File: config.mk
export PLATFORM = sky130hd
export DESIGN_NAME = lru_key_value_cache_core
export DESIGN_NICKNAME = d
export VERILOG_FILES = /design/src/rtl/lkv_pkg.sv /design/src/rtl/lkv_cell.sv /design/src/rtl/lru_key_value_cache_core.sv
export SDC_FILE = /design/constraint.sdc
export NUM_CORES = 1
export LEC_CHECK = 0
export BUFFER_PORTS_ARGS = -buffer_cell sky130_fd_sc_hd__buf_2
export CORE_UTILIZATION = 55
export CTS_CLUSTER_SIZE = 16
export DETAILED_ROUTE_END_ITERATION = 10
export PLACE_DENSITY = 0.75
export SETUP_SLACK_MARGIN = 0.05
export SLEW_MARGIN = 20
export SYNTH_ARGS = -nofsm -noshare
export SYNTH_HDL_FRONTEND = slang
export SYNTH_SLANG_ARGS = --single-unit
File: constraint.sdc
create_clock -name clk -period 4.9 [get_ports clk]
set_input_delay 0.245 -clock clk [delete_from_list [all_inputs] [get_ports clk]]
set_output_delay 0.245 -clock clk [all_outputs]
set_load 0.02 [all_outputs]
File: src/rtl/lkv_pkg.sv
package lkv_pkg;

  localparam int DATA_BITS = 32;
  localparam int KEY_IN_BITS = 32;
  localparam int CAP_BITS = 5;
  localparam logic [CAP_BITS-1:0] CAP_RESET = 5'd16;
  localparam logic [DATA_BITS-1:0] MISS_VALUE = 32'hFFFF_FFFF;

  localparam logic MODE_GET = 1'b0;
  localparam logic MODE_PUT = 1'b1;

  typedef enum logic [1:0] {
    ST_IDLE,
    ST_LOOKUP,
    ST_UPDATE
  } state_t;

  // per-cell control for the update cycle
  typedef struct packed {
    logic load;  // take neighbour (or front) contents
    logic trim;  // apply the occupancy limit to the valid mark
    logic keep;  // position lies below the new entry count
  } cell_ctl_t;

endpackage

File: src/rtl/lkv_cell.sv
module lkv_cell #(
  parameter int KEY_BITS = 32
) (
  input  logic                           clk,
  input  logic                           rst,
  input  lkv_pkg::cell_ctl_t             ctl,
  input  logic [KEY_BITS-1:0]            lookup_key,
  input  logic                           prev_valid,
  input  logic [KEY_BITS-1:0]            prev_key,
  input  logic [lkv_pkg::DATA_BITS-1:0]  prev_value,
  output logic                           valid,
  output logic [KEY_BITS-1:0]            key_q,
  output logic [lkv_pkg::DATA_BITS-1:0]  value_q,
  output logic                           match
);
  import lkv_pkg::*;

  always_ff @(posedge clk) begin
    if (rst) begin
      valid <= 1'b0;
    end else if (ctl.load) begin
      valid <= prev_valid & (~ctl.trim | ctl.keep);
    end
  end

  always_ff @(posedge clk) begin
    if (ctl.load) begin
      key_q   <= prev_key;
      value_q <= prev_value;
    end
  end

  assign match = valid && (key_q == lookup_key);

endmodule

File: src/rtl/lru_key_value_cache_core.sv
// lru key/value store built as a row of cells ordered by recency, most recent at cell 0
// each transaction: parallel key match in the lookup state, then one row shift in update
// a new transaction is taken only in idle or as the previous one commits
// a get waits in the update cycle while the output register is still held
// reset: all valid marks and the entry count clear, capacity returns to 16
module lru_key_value_cache_core #(
  parameter int ENTRIES  = 16,
  parameter int KEY_BITS = 32
) (
  input  logic                                  clk,
  input  logic                                  rst,
  // configuration
  input  logic                                  cfg_we,
  input  logic [lkv_pkg::CAP_BITS-1:0]          cfg_wdata,
  // request channel
  input  logic                                  in_valid,
  output logic                                  in_ready,
  input  logic                                  mode,
  input  logic signed [lkv_pkg::KEY_IN_BITS-1:0] key,
  input  logic signed [lkv_pkg::DATA_BITS-1:0]  value,
  // result channel
  output logic                                  out_valid,
  input  logic                                  out_ready,
  output logic                                  hit,
  output logic signed [lkv_pkg::DATA_BITS-1:0]  value_read
);
  import lkv_pkg::*;

  localparam int CNT_W = $clog2(ENTRIES + 1);
  localparam int CMP_W = (CNT_W > CAP_BITS) ? CNT_W : CAP_BITS;

  // control state
  state_t              state;
  state_t              state_next;
  logic [CAP_BITS-1:0] capacity;
  logic [CNT_W-1:0]    entry_count;
  logic [CNT_W-1:0]    entry_count_next;

  // captured request
  logic                 mode_q;
  logic [KEY_BITS-1:0]  key_q;
  logic [DATA_BITS-1:0] value_q;

  // registered match vector from the lookup cycle
  logic [ENTRIES-1:0] match_q;
  logic [ENTRIES-1:0] match_now;
  logic               hit_q;

  // row of cells
  logic                 cell_valid [ENTRIES];
  logic [KEY_BITS-1:0]  cell_key   [ENTRIES];
  logic [DATA_BITS-1:0] cell_value [ENTRIES];
  cell_ctl_t            cell_ctl   [ENTRIES];

  // handshake and sequencing
  logic accept;
  logic out_free;
  logic commit;
  logic do_lookup;

  // update-cycle datapath
  logic [DATA_BITS-1:0] sel_value;
  logic [DATA_BITS-1:0] front_value;
  logic [63:0]          key_wide;
  logic [CMP_W-1:0]     cap_w;
  logic [CMP_W-1:0]     cap_eff_w;
  logic [CNT_W-1:0]     cap_eff;
  logic [CNT_W-1:0]     count_inc;
  logic                 insert;

  assign out_free = !out_valid || out_ready;
  assign accept   = in_valid && in_ready;

  // next state
  always_comb begin
    state_next = state;
    case (state)
      ST_IDLE: begin
        if (in_valid) state_next = ST_LOOKUP;
      end
      ST_LOOKUP: begin
        state_next = ST_UPDATE;
      end
      ST_UPDATE: begin
        if (commit) state_next = in_valid ? ST_LOOKUP : ST_IDLE;
      end
      default: begin
        state_next = ST_IDLE;
      end
    endcase
  end

  // state outputs: a get holds the update cycle until the result register is free
  always_comb begin
    in_ready  = 1'b0;
    commit    = 1'b0;
    do_lookup = 1'b0;
    case (state)
      ST_IDLE: begin
        in_ready = 1'b1;
      end
      ST_LOOKUP: begin
        do_lookup = 1'b1;
      end
      ST_UPDATE: begin
        commit   = (mode_q == MODE_PUT) || out_free;
        in_ready = commit;
      end
      default: begin
        in_ready = 1'b0;
      end
    endcase
  end

  always_ff @(posedge clk) begin
    if (rst) begin
      state <= ST_IDLE;
    end else begin
      state <= state_next;
    end
  end

  // capacity register
  always_ff @(posedge clk) begin
    if (rst) begin
      capacity <= CAP_RESET;
    end else if (cfg_we) begin
      capacity <= cfg_wdata;
    end
  end

  // request capture, key sign-extended then cut to the compare width
  assign key_wide = {{(64 - KEY_IN_BITS){key[KEY_IN_BITS-1]}}, key};

  always_ff @(posedge clk) begin
    if (accept) begin
      mode_q  <= mode;
      key_q   <= key_wide[KEY_BITS-1:0];
      value_q <= value;
    end
  end

  // match capture at the end of the lookup cycle
  always_ff @(posedge clk) begin
    if (do_lookup) begin
      match_q <= match_now;
      hit_q   <= |match_now;
    end
  end

  // value of the hit cell (match vector is one-hot or empty)
  always_comb begin
    sel_value = '0;
    for (int i = 0; i < ENTRIES; i++) begin
      sel_value = sel_value | (cell_value[i] & {DATA_BITS{match_q[i]}});
    end
  end

  assign front_value = (mode_q == MODE_PUT) ? value_q : sel_value;
  assign insert      = commit && (mode_q == MODE_PUT) && !hit_q;

  // new count after an inserting put: full store drops its tail first, then trim to capacity
  assign cap_w     = CMP_W'(capacity);
  assign cap_eff_w = (cap_w > CMP_W'(ENTRIES)) ? CMP_W'(ENTRIES) : cap_w;
  assign cap_eff   = cap_eff_w[CNT_W-1:0];
  assign count_inc = (entry_count == CNT_W'(ENTRIES)) ? CNT_W'(ENTRIES)
                                                      : entry_count + 1'b1;
  assign entry_count_next = (count_inc > cap_eff) ? cap_eff : count_inc;

  always_ff @(posedge clk) begin
    if (rst) begin
      entry_count <= '0;
    end else if (insert) begin
      entry_count <= entry_count_next;
    end
  end

  // the cell row: a hit rotates cells 0..hit position, an insert shifts the whole row
  for (genvar p = 0; p < ENTRIES; p++) begin : g_cell
    logic upto_hit;

    assign upto_hit = |match_q[ENTRIES-1:p];

    always_comb begin
      cell_ctl[p].load = commit && (hit_q ? upto_hit : (mode_q == MODE_PUT));
      cell_ctl[p].trim = !hit_q;
      cell_ctl[p].keep = CNT_W'(p) < entry_count_next;
    end

    if (p == 0) begin : g_front
      lkv_cell #(
        .KEY_BITS (KEY_BITS)
      ) u_cell (
        .clk        (clk),
        .rst        (rst),
        .ctl        (cell_ctl[p]),
        .lookup_key (key_q),
        .prev_valid (1'b1),
        .prev_key   (key_q),
        .prev_value (front_value),
        .valid      (cell_valid[p]),
        .key_q      (cell_key[p]),
        .value_q    (cell_value[p]),
        .match      (match_now[p])
      );
    end else begin : g_rest
      lkv_cell #(
        .KEY_BITS (KEY_BITS)
      ) u_cell (
        .clk        (clk),
        .rst        (rst),
        .ctl        (cell_ctl[p]),
        .lookup_key (key_q),
        .prev_valid (cell_valid[p-1]),
        .prev_key   (cell_key[p-1]),
        .prev_value (cell_value[p-1]),
        .valid      (cell_valid[p]),
        .key_q      (cell_key[p]),
        .value_q    (cell_value[p]),
        .match      (match_now[p])
      );
    end
  end

  // result register, loaded when a get commits
  always_ff @(posedge clk) begin
    if (rst) begin
      out_valid <= 1'b0;
    end else if (commit && (mode_q == MODE_GET)) begin
      out_valid <= 1'b1;
    end else if (out_ready) begin
      out_valid <= 1'b0;
    end
  end

  always_ff @(posedge clk) begin
    if (commit && (mode_q == MODE_GET)) begin
      hit        <= hit_q;
      value_read <= hit_q ? sel_value : MISS_VALUE;
    end
  end

endmodule

-- Word level (Yosys, flattened, before mapping)
Index checks and enable logic that the tools add are counted.
- $add $sub $neg: 1
- magnitude comparators: 18
- equality and inequality tests: 21
- mux-type cells: 29
- bitwise logic cells: 63
- reductions and logical operators: 59
- operator list (cell ; number):
    $and 32x32->32 ; 16
    $eq 32x32->1 ; 16
    $or 32x32->32 ; 15
    $lt 4x5->1 const A ; 8
    $logic_and 1x1->1 ; 36
    $mux 32 ; 1
    $reduce_or 16->1 ; 2
    $mux 1 ; 21
    $lt 3x5->1 const A ; 4
    $or 1x1->1 ; 16
    $and 1x1->1 ; 15
    $mux 5 ; 3
    $reduce_or 15->1 ; 1
    $reduce_or 14->1 ; 1
    $reduce_or 13->1 ; 1
    $reduce_or 12->1 ; 1
    $reduce_or 11->1 ; 1
    $lt 1x5->1 const A ; 2
    $lt 2x5->1 const A ; 2
    $reduce_or 10->1 ; 1
    $reduce_or 9->1 ; 1
    $reduce_or 8->1 ; 1
    $reduce_or 7->1 ; 1
    $pmux 2 s3 ; 1
    20 further kinds ; 24
- flip-flop bits (word level): 1168
- input port bits: 75
- output and inout bits: 35
- word-level logic and storage cells: 250

-- Longest topological paths before layout
Gate-level depths: netlist (run 1).
- word-level depth: 17
- depth in mapped cells: 14
- gate-level depth less buffers: 13

-- By module
A second synthesis (run 1) with hierarchy kept.
- cells, all modules: 2623
- area, all modules: 45045.7 um^2
- by module, submodules not included (module ; instances ; cells an instance ; area each (um^2) ; sequential area each (um^2)):
    lkv_cell ; 16 ; 113 ; 2319.7 ; 1941.9
    lru_key_value_cache_core ; 1 ; 815 ; 7930.1 ; 3713.6

-- Worst setup path before layout (run 1)
OpenSTA, ideal clock, no wires.
- kind: register to register
- from: register hit_q
- to: register g_cell[15].g_rest.u_cell.valid
- data arrival time: 4.773 ns
- required time: 4.835 ns
- slack: 0.062 ns
- cell stages (with the launch flop): 9
- buffers on the path: 2
- path through: edfxtp_1 -> buf_2 -> a21oi_1 -> or2_2 -> clkbuf_1 -> a21oi_1 -> nand2_1 -> o22a_1 -> nor2_1
- RTL lines (element ; line ; source):
    start: declaration ; lru_key_value_cache_core.sv:47 ; logic hit_q;
    start signal: assignment ; lru_key_value_cache_core.sv:147 ; hit_q <= |match_now;
    end signal: assignment ; lkv_cell.sv:22 ; valid <= prev_valid & (~ctl.trim | ctl.keep);
    end: declaration ; lkv_cell.sv:11 ; output logic valid,

-- Final worst setup path (run 1)
- from: register entry_count[1]
- to: register g_cell[12].g_rest.u_cell.valid
- cells in the longest elaborated chain, start to end: 7
- elaborated cells on any way between the ends: 8
- RTL lines (element ; line ; source):
    start: declaration ; lru_key_value_cache_core.sv:36 ; logic [CNT_W-1:0] entry_count;
    start signal: assignment ; lru_key_value_cache_core.sv:174 ; entry_count <= entry_count_next;
    $add 5x1->5 or $eq 5x5->1 (tied branches) ; lru_key_value_cache_core.sv:167, lru_key_value_cache_core.sv:166 ;
    $mux 5 * ; lru_key_value_cache_core.sv:166 ; assign count_inc = (entry_count == CNT_W'(ENTRIES)) ? CNT_W'(ENTRIES)
    $gt 5x5->1 ; lru_key_value_cache_core.sv:168 ; assign entry_count_next = (count_inc > cap_eff) ? cap_eff : count_inc;
    $mux 5 * ; lru_key_value_cache_core.sv:168 ;
    $lt 4x5->1 * ; lru_key_value_cache_core.sv:187 ; cell_ctl[p].keep = CNT_W'(p) < entry_count_next;
    $or 1x1->1 * ; lkv_cell.sv:22 ;
    $and 1x1->1 * ; lkv_cell.sv:22 ;
    end signal: assignment ; lkv_cell.sv:22 ;
    end: declaration ; lkv_cell.sv:11 ;
Every way passes the cells marked *; elsewhere a longest branch is shown, timed or not.
A chain may end at the register's enable or synchronous reset.

==> run metrics, run 1 <==
Peak VDD IR 0.374 mV; fmax 0.272 GHz; WP data required 5400 ps; Via-to-Cell Ratio 6.33; # IOs 110; Starting Density 55.9%; First-pass DRT Iterations 6; Clock Pin Slew Worst Setup and Hold Paths 60 ps; Seq cells post-synth 1168; leakage 16.1 nW; Die Y 289 um; Row Count 104; Syn. warnings 0; Post-synth ARST share 0%; minimum clock period 3670 ps; period utilisation layout 75.0%; total wire length 114000 um; CORE AREA 81100 um2; Seq/Total Area, Yosys 76.7%; clk buf depth 3; RSZ-0062 raised after global routing no; fillcell total 5353; Avg Inst Size Synth 17.2 um2; # diodes 0; Cell Area, Synth 45400 um2; Setup CP Type reg -> reg; post-CTS setup buffers 0; Synth Instances 2639; vias in the first global route 26103; Initial DRC Count 3336; # setup viols final 0; share of the synthesized area in the top cell type 75.4%; status finished clean; Total GRT Usage 27.4%; area leader, netlist edfxtp_1; RD Place Congestion 0.950; final worst slack 1230 ps; Post-DP Area 47200 um2; Post-synth EDFFs 1139; # clock sinks 1168; vias post-DR 25571; pre-CTS WS 1200 ps; final core utilization 63.6%; syn nets 2721; drt drc 0; DIE AREA 83600 um2; DR WL/cell 28.1 um; Final Hold Viols 0; CTS buffer count 110; crit end category flop; GRT overflow 0; Worst-Skew Late Latency 670 ps; area grow syn2layout 13.7%; CP startpoint kind flop; Setup TNS 0 ps; initial antenna violation count 1; max-cap violations 0; worst slew pin tran 1180 ps; PwrDens 401 nW/um2; Netlist cell types 55; Tot Pwr 20.7 mW; CTS tree yes; critical path arrival 4180 ps; H-tree depth 3; worst hold path class in -> reg; fraction of layout cells with a size suffix above 1 13.4%; largest net degree at the start of global routing 67; Max Transition Viols Final 0; Main synth FF type edfxtp_1; fin nets 2974; Die Span X 289 um; post-cts sizing count 0; first-pass GRT wire length 166000 um; worst-path maximum fanout 6; final antenna-violating net count 0; Rel. slew slack 21.4%; clock skew 24.6 ps; top post-synthesis cells by area edfxtp_1 75%, xnor2_1 8.7%, a22oi_1 2.8%, nand4_1 1.8%, dfxtp_1 1.3%; root buffer cell clkbuf_16; hpwl dp 71200 um; # port buffers 109; design area 51600 um2
critical path, cell delays in order, from the launching register on:
cell and delay, ps:
dfxtp_1 420, ha_1 230, nand3_1 110, xnor2_1 360, ha_1 340, and3_1 210
a32oi_1 650, buf_4 290, mux2i_1 510, nand2b_1 110, o21ai_0 180, o22ai_1 100
metal layers:
metal  global-route usage, %  share of wire, %
met1                    37.5                38
met2                    43.3                47
met3                    5.40                11
met4                    11.7               4.2
met5                       0                 0
report_power, final:
part	internal (mW)	switching [mW]	leakage, nW
combinational	0.370	0.546	3.80
sequential	11.1	0.209	10.6
clock	4.80	3.66	1.71
layout by cell type, fill, tap and decap left out, types with 5 or more instances in the layout:
cell type / netlist / final
a211oi_1: 6 / 6
a21oi_1: 51 / 48
a221oi_1: 43 / 43
a22o_1: 43 / 43
a22oi_1: 170 / 170
buf_2: 18 / 109
buf_4: 12 / 90
bufinv_16: 0 / 11
clkbuf_1: 67 / 25
clkbuf_16: 0 / 112
clkinv_1: 0 / 16
clkinv_2: 0 / 17
clkinvlp_4: 0 / 9
dfxtp_1: 29 / 29
dlygate4sd3_1: 0 / 81
edfxtp_1: 1139 / 1139
ha_1: 7 / 7
inv_1: 15 / 12
mux2i_1: 8 / 8
nand2_1: 43 / 43
nand2b_1: 8 / 8
nand3_1: 72 / 72
nand4_1: 134 / 134
nor2_1: 95 / 86
nor2_4: 0 / 9
nor2b_1: 6 / 6
nor3_1: 6 / 5
nor4_1: 47 / 46
nor4_2: 7 / 8
o211ai_1: 5 / 5
o21ai_0: 11 / 11
xnor2_1: 449 / 449
xor2_1: 65 / 65
flip-flops by register name (all words and copies together), names as in the netlist, 2 cells and up:
name and flops:
key_q 32, g_cell.g_rest.u_cell.value_q 480, entry_count 5, state 2
value_q 32, match_q 16, g_cell.g_rest.u_cell.key_q 480, g_cell.g_rest.u_cell.valid 15
g_cell.g_front.u_cell.value_q 32, value_read 32, g_cell.g_front.u_cell.key_q 32, cap_w 5
worst paths after layout:
kind | startpoint | to | slack, ps | depth (start not counted)
max | entry_count[1]$_SDFFE_PP0P_ | g_cell[12].g_rest.u_cell.valid$_SDFFE_PP0P_ | 1230 | 11
min | value[15] | value_q[15]$_DFFE_PP_ | 290 | 2
max reg2reg | entry_count[1]$_SDFFE_PP0P_ | g_cell[12].g_rest.u_cell.valid$_SDFFE_PP0P_ | 1230 | 11
min reg2reg | g_cell[13].g_rest.u_cell.value_q[6]$_DFFE_PP_ | g_cell[14].g_rest.u_cell.value_q[6]$_DFFE_PP_ | 440 | 0
stage by stage:
stage | hold slack [ps] | instances
final | 287 | 4038
after global routing | 270 | 4038
after CTS | 251 | 4035
after detailed placement | 423 | 3756
after global placement | 421 | 3756
after floorplan | 344 | 2639
synth_stat cells, types with 7 or more instances:
| cell | instances |
|---|---|
| buf_1 | 9 |
| nand2_1 | 43 |
| xor2_1 | 65 |
| ha_1 | 7 |
| buf_6 | 36 |
| nor4_1 | 47 |
| nor2_1 | 95 |
| nand3_1 | 72 |
| a22oi_1 | 170 |
| nor4_2 | 7 |
| xnor2_1 | 449 |
| dfxtp_1 | 29 |
| mux2i_1 | 8 |
| nand2b_1 | 8 |
| nand4_1 | 134 |
| a21oi_1 | 51 |
| buf_2 | 18 |
| inv_1 | 15 |
| o21ai_0 | 11 |
| buf_4 | 12 |
| edfxtp_1 | 1139 |
| clkbuf_1 | 67 |
| a221oi_1 | 43 |
| a22o_1 | 43 |
area by class of cell:
class                           count  area, um2  area share [%]
Multi-Input combinational cell   1313       9770            18.9
Sequential cell                  1168      34800            67.4
Clock buffer                      139       2920            5.67
Clock inverter                     59        618            1.20
Timing Repair Buffer              283       2090            4.06
Inverter                           16       60.1           0.116
Tap cell                         1060       1330            2.57
repair_timing:
action / 4_1_cts / 5_1_grt
hold buffers: 81 / 0
setup endpoints to repair: 0 / 0
endpoints found under the hold margin: 74 / 0
cell families after synthesis:
family	after synthesis	synth area share, %
AO/OA/AOI/OAI	345	5.61
XOR/XNOR	514	9.93
adder cells (fa/ha/maj)	7	0.193
buffers and inverters	158	2.05
flip-flops	1168	76.7
multiplexers	13	0.342
AND/OR/NAND/NOR	434	5.19
No activity file was read; power rests on OpenSTA's default activity.
==> run 2, diff against run 1 <==
Settings changed: PLACE_DENSITY 0.75 to 0.72.
Clock period 4.9 ns to 3.8 ns, I/O delays scaled along.
==> run metrics, run 2 (synthesis gave the netlist of run 1 again) <==
critical-path cell list buf_4 > nor3b_2 > nand2b_1 > or3_1 > o21ai_0 > inv_2 > buf_4 (was ha_1 > nand3_1 > xnor2_1 > ha_1 > and3_1 > a32oi_1 > buf_4 > mux2i_1 > nand2b_1 > o21ai_0 > o22ai_1); # clock sinks 1168 (unchanged); GRT overflow 0 (unchanged); leakage 16.3 nW (was 16.1 nW); Initial DRC Count 3331 (was 3336); Most Frequent Cell on Critical Path buf_4 (was ha_1); CTS tree yes (unchanged); area of the multi-input gates 9770 um2 (about the same); First-pass DRT Iterations 6 (unchanged); Buf/Inv on CP 3 (was 1); Hold WS 209 ps (was 287 ps); fraction of layout cells with a size suffix above 1 14.3% (was 13.4%); area grow syn2layout 14.3% (was 13.7%); Worst-Skew Late Latency 690 ps (was 670 ps); RSZ-0062 raised after global routing no (unchanged); root buffer cell clkbuf_16 (unchanged); H-tree depth 3 (unchanged); commonest non-fill, non-tap cell in the layout edfxtp_1 (unchanged); design area 51800 um2 (was 51600 um2); total wire length 114000 um (about the same); crit end category flop (unchanged); biggest regs g_cell.g_rest.u_cell.key_q: 480 flops, g_cell.g_rest.u_cell.value_q: 480 flops (unchanged); Rel. slew slack 28.6% (was 21.4%); Largest delay share family, worst path buffers and inverters (was compound AO/OA/AOI/OAI gates); Setup TNS 0 ps (unchanged); # setup viols final 0 (unchanged); largest net degree at the start of global routing 66 (was 67); initial antenna violation count 2 (was 1); final antenna-violating net count 0 (unchanged); Post-DP Area 47300 um2 (was 47200 um2); commonest non-fill, non-tap cells in the layout 1139 x edfxtp_1, 449 x xnor2_1, 170 x a22oi_1 (unchanged); worst hold path class in -> reg (unchanged); PwrDens 521 nW/um2 (was 401 nW/um2); vias in the first global route 26036 (was 26103); FF-to-FF Start hit_q$_DFFE_PN_ (was entry_count[1]$_SDFFE_PP0P_); critical path arrival 3570 ps (was 4180 ps); minimum clock period 3300 ps (was 3670 ps); Slowest-stage cell, CP buf_4 (was a32oi_1); Critical path origin hit_q$_DFFE_PN_ (was entry_count[1]$_SDFFE_PP0P_); fin cells 4070 (was 4038); final worst slack 497 ps (was 1230 ps); WP data required 4070 ps (was 5400 ps); Via-to-Cell Ratio 6.21 (was 6.33); Setup CP Type reg -> reg (unchanged); Max Transition Viols Final 0 (unchanged); Clock Pin Slew Worst Setup and Hold Paths 60 ps (about the same); fin nets 2994 (was 2974); worst-path maximum fanout 64 (was 6); final core utilization 63.9% (was 63.6%); drt drc 0 (unchanged); CP startpoint kind flop (unchanged); post-cts sizing count 0 (unchanged); Final Hold Viols 0 (unchanged); DIE AREA 83600 um2 (unchanged); worst slew pin tran 1070 ps (was 1180 ps); fillcell total 5493 (was 5353); CP peak stage delay 550 ps (was 650 ps); Total GRT Usage 27.7% (was 27.4%); post-CTS setup buffers 0 (unchanged); clock skew 29.1 ps (was 24.6 ps); hpwl dp 71200 um (about the same); vias post-DR 25265 (was 25571); # IOs 110 (unchanged); CORE AREA 81100 um2 (unchanged); Peak VDD IR 0.464 mV (was 0.374 mV); max-cap violations 0 (unchanged); RD Place Congestion 0.895 (was 0.950); placed cells 3774 (was 3756); Row Count 104 (unchanged); CTS buffer count 113 (was 110); pre-CTS WS 592 ps (was 1200 ps); Starting Density 55.9% (unchanged); Register Area 34800 um2 (unchanged); DR WL/cell 28.0 um (was 28.1 um); status finished clean (unchanged); fmax 0.303 GHz (was 0.272 GHz); Tot Pwr 27.0 mW (was 20.7 mW); # port buffers 109 (unchanged); period utilisation layout 86.9% (was 75.0%); Die Y 289 um (unchanged); clk buf depth 3 (unchanged); first-pass GRT wire length 167000 um (was 166000 um); Die Span X 289 um (unchanged); hold path startpoint key[19] (was value[15])
-- run 2: cell types whose count changed in the layout (fill, tap and decap cells not counted), sizes merged --
cell and delta:
inv +3, clkinv +11, clkbuf +1, dlygate4sd3 +2
clkinvlp -1, diode +1, buf +15
-- run 2: final timing paths --
check | to | slack, ps | cells past startpoint
setup / recovery | g_cell[10].g_rest.u_cell.key_q[29]$_DFFE_PP_ | 500 | 7
hold / removal | key_q[19]$_DFFE_PP_ | 210 | 2
setup reg to reg | g_cell[10].g_rest.u_cell.key_q[29]$_DFFE_PP_ | 500 | 7
hold reg to reg | g_cell[5].g_rest.u_cell.value_q[27]$_DFFE_PP_ | 440 | 0
-- run 2: report_power, final --
part	internal, mW	total, mW	switching [mW]
logic	0.484	1.23	0.741
clock network	6.35	11.2	4.88
registers	14.3	14.6	0.236
-- run 2: final cells by class --
class	count	area share, %
repair buffers	300	4.27
inverters	16	0.116
flip-flops and latches	1168	67.1
diodes	1	0.00483
multi-input cells	1313	18.8
well taps	1060	2.56
clock inverters	72	1.35
clock buffers	140	5.77
-- run 2: what timing repair did --
| action | CTS | global route |
|---|---|---|
| hold endpoints to repair | 84 | 0 |
| hold buffers | 83 | 0 |
| setup endpoints to repair | 0 | 0 |
-- run 2: worst reg2reg max path, cell delays in order, from the launching register on --
cell and delay [ps]:
edfxtp_1 490, buf_4 550, nor3b_2 420, nand2b_1 140
or3_1 340, o21ai_0 380, inv_2 40, buf_4 400
-- run 2: per-layer routing --
| layer | GRT usage (%) | share of wire [%] | vias to the layer above |
|---|---|---|---|
| met4 | 11.7 | 4.1 | 2 |
| met2 | 44.3 | 47 | 1570 |
| li1 | - | - | 10777 |
| met5 | 0 | 0.011 | - |
| met1 | 37.8 | 39 | 12589 |
| met3 | 4.99 | 9.5 | 327 |
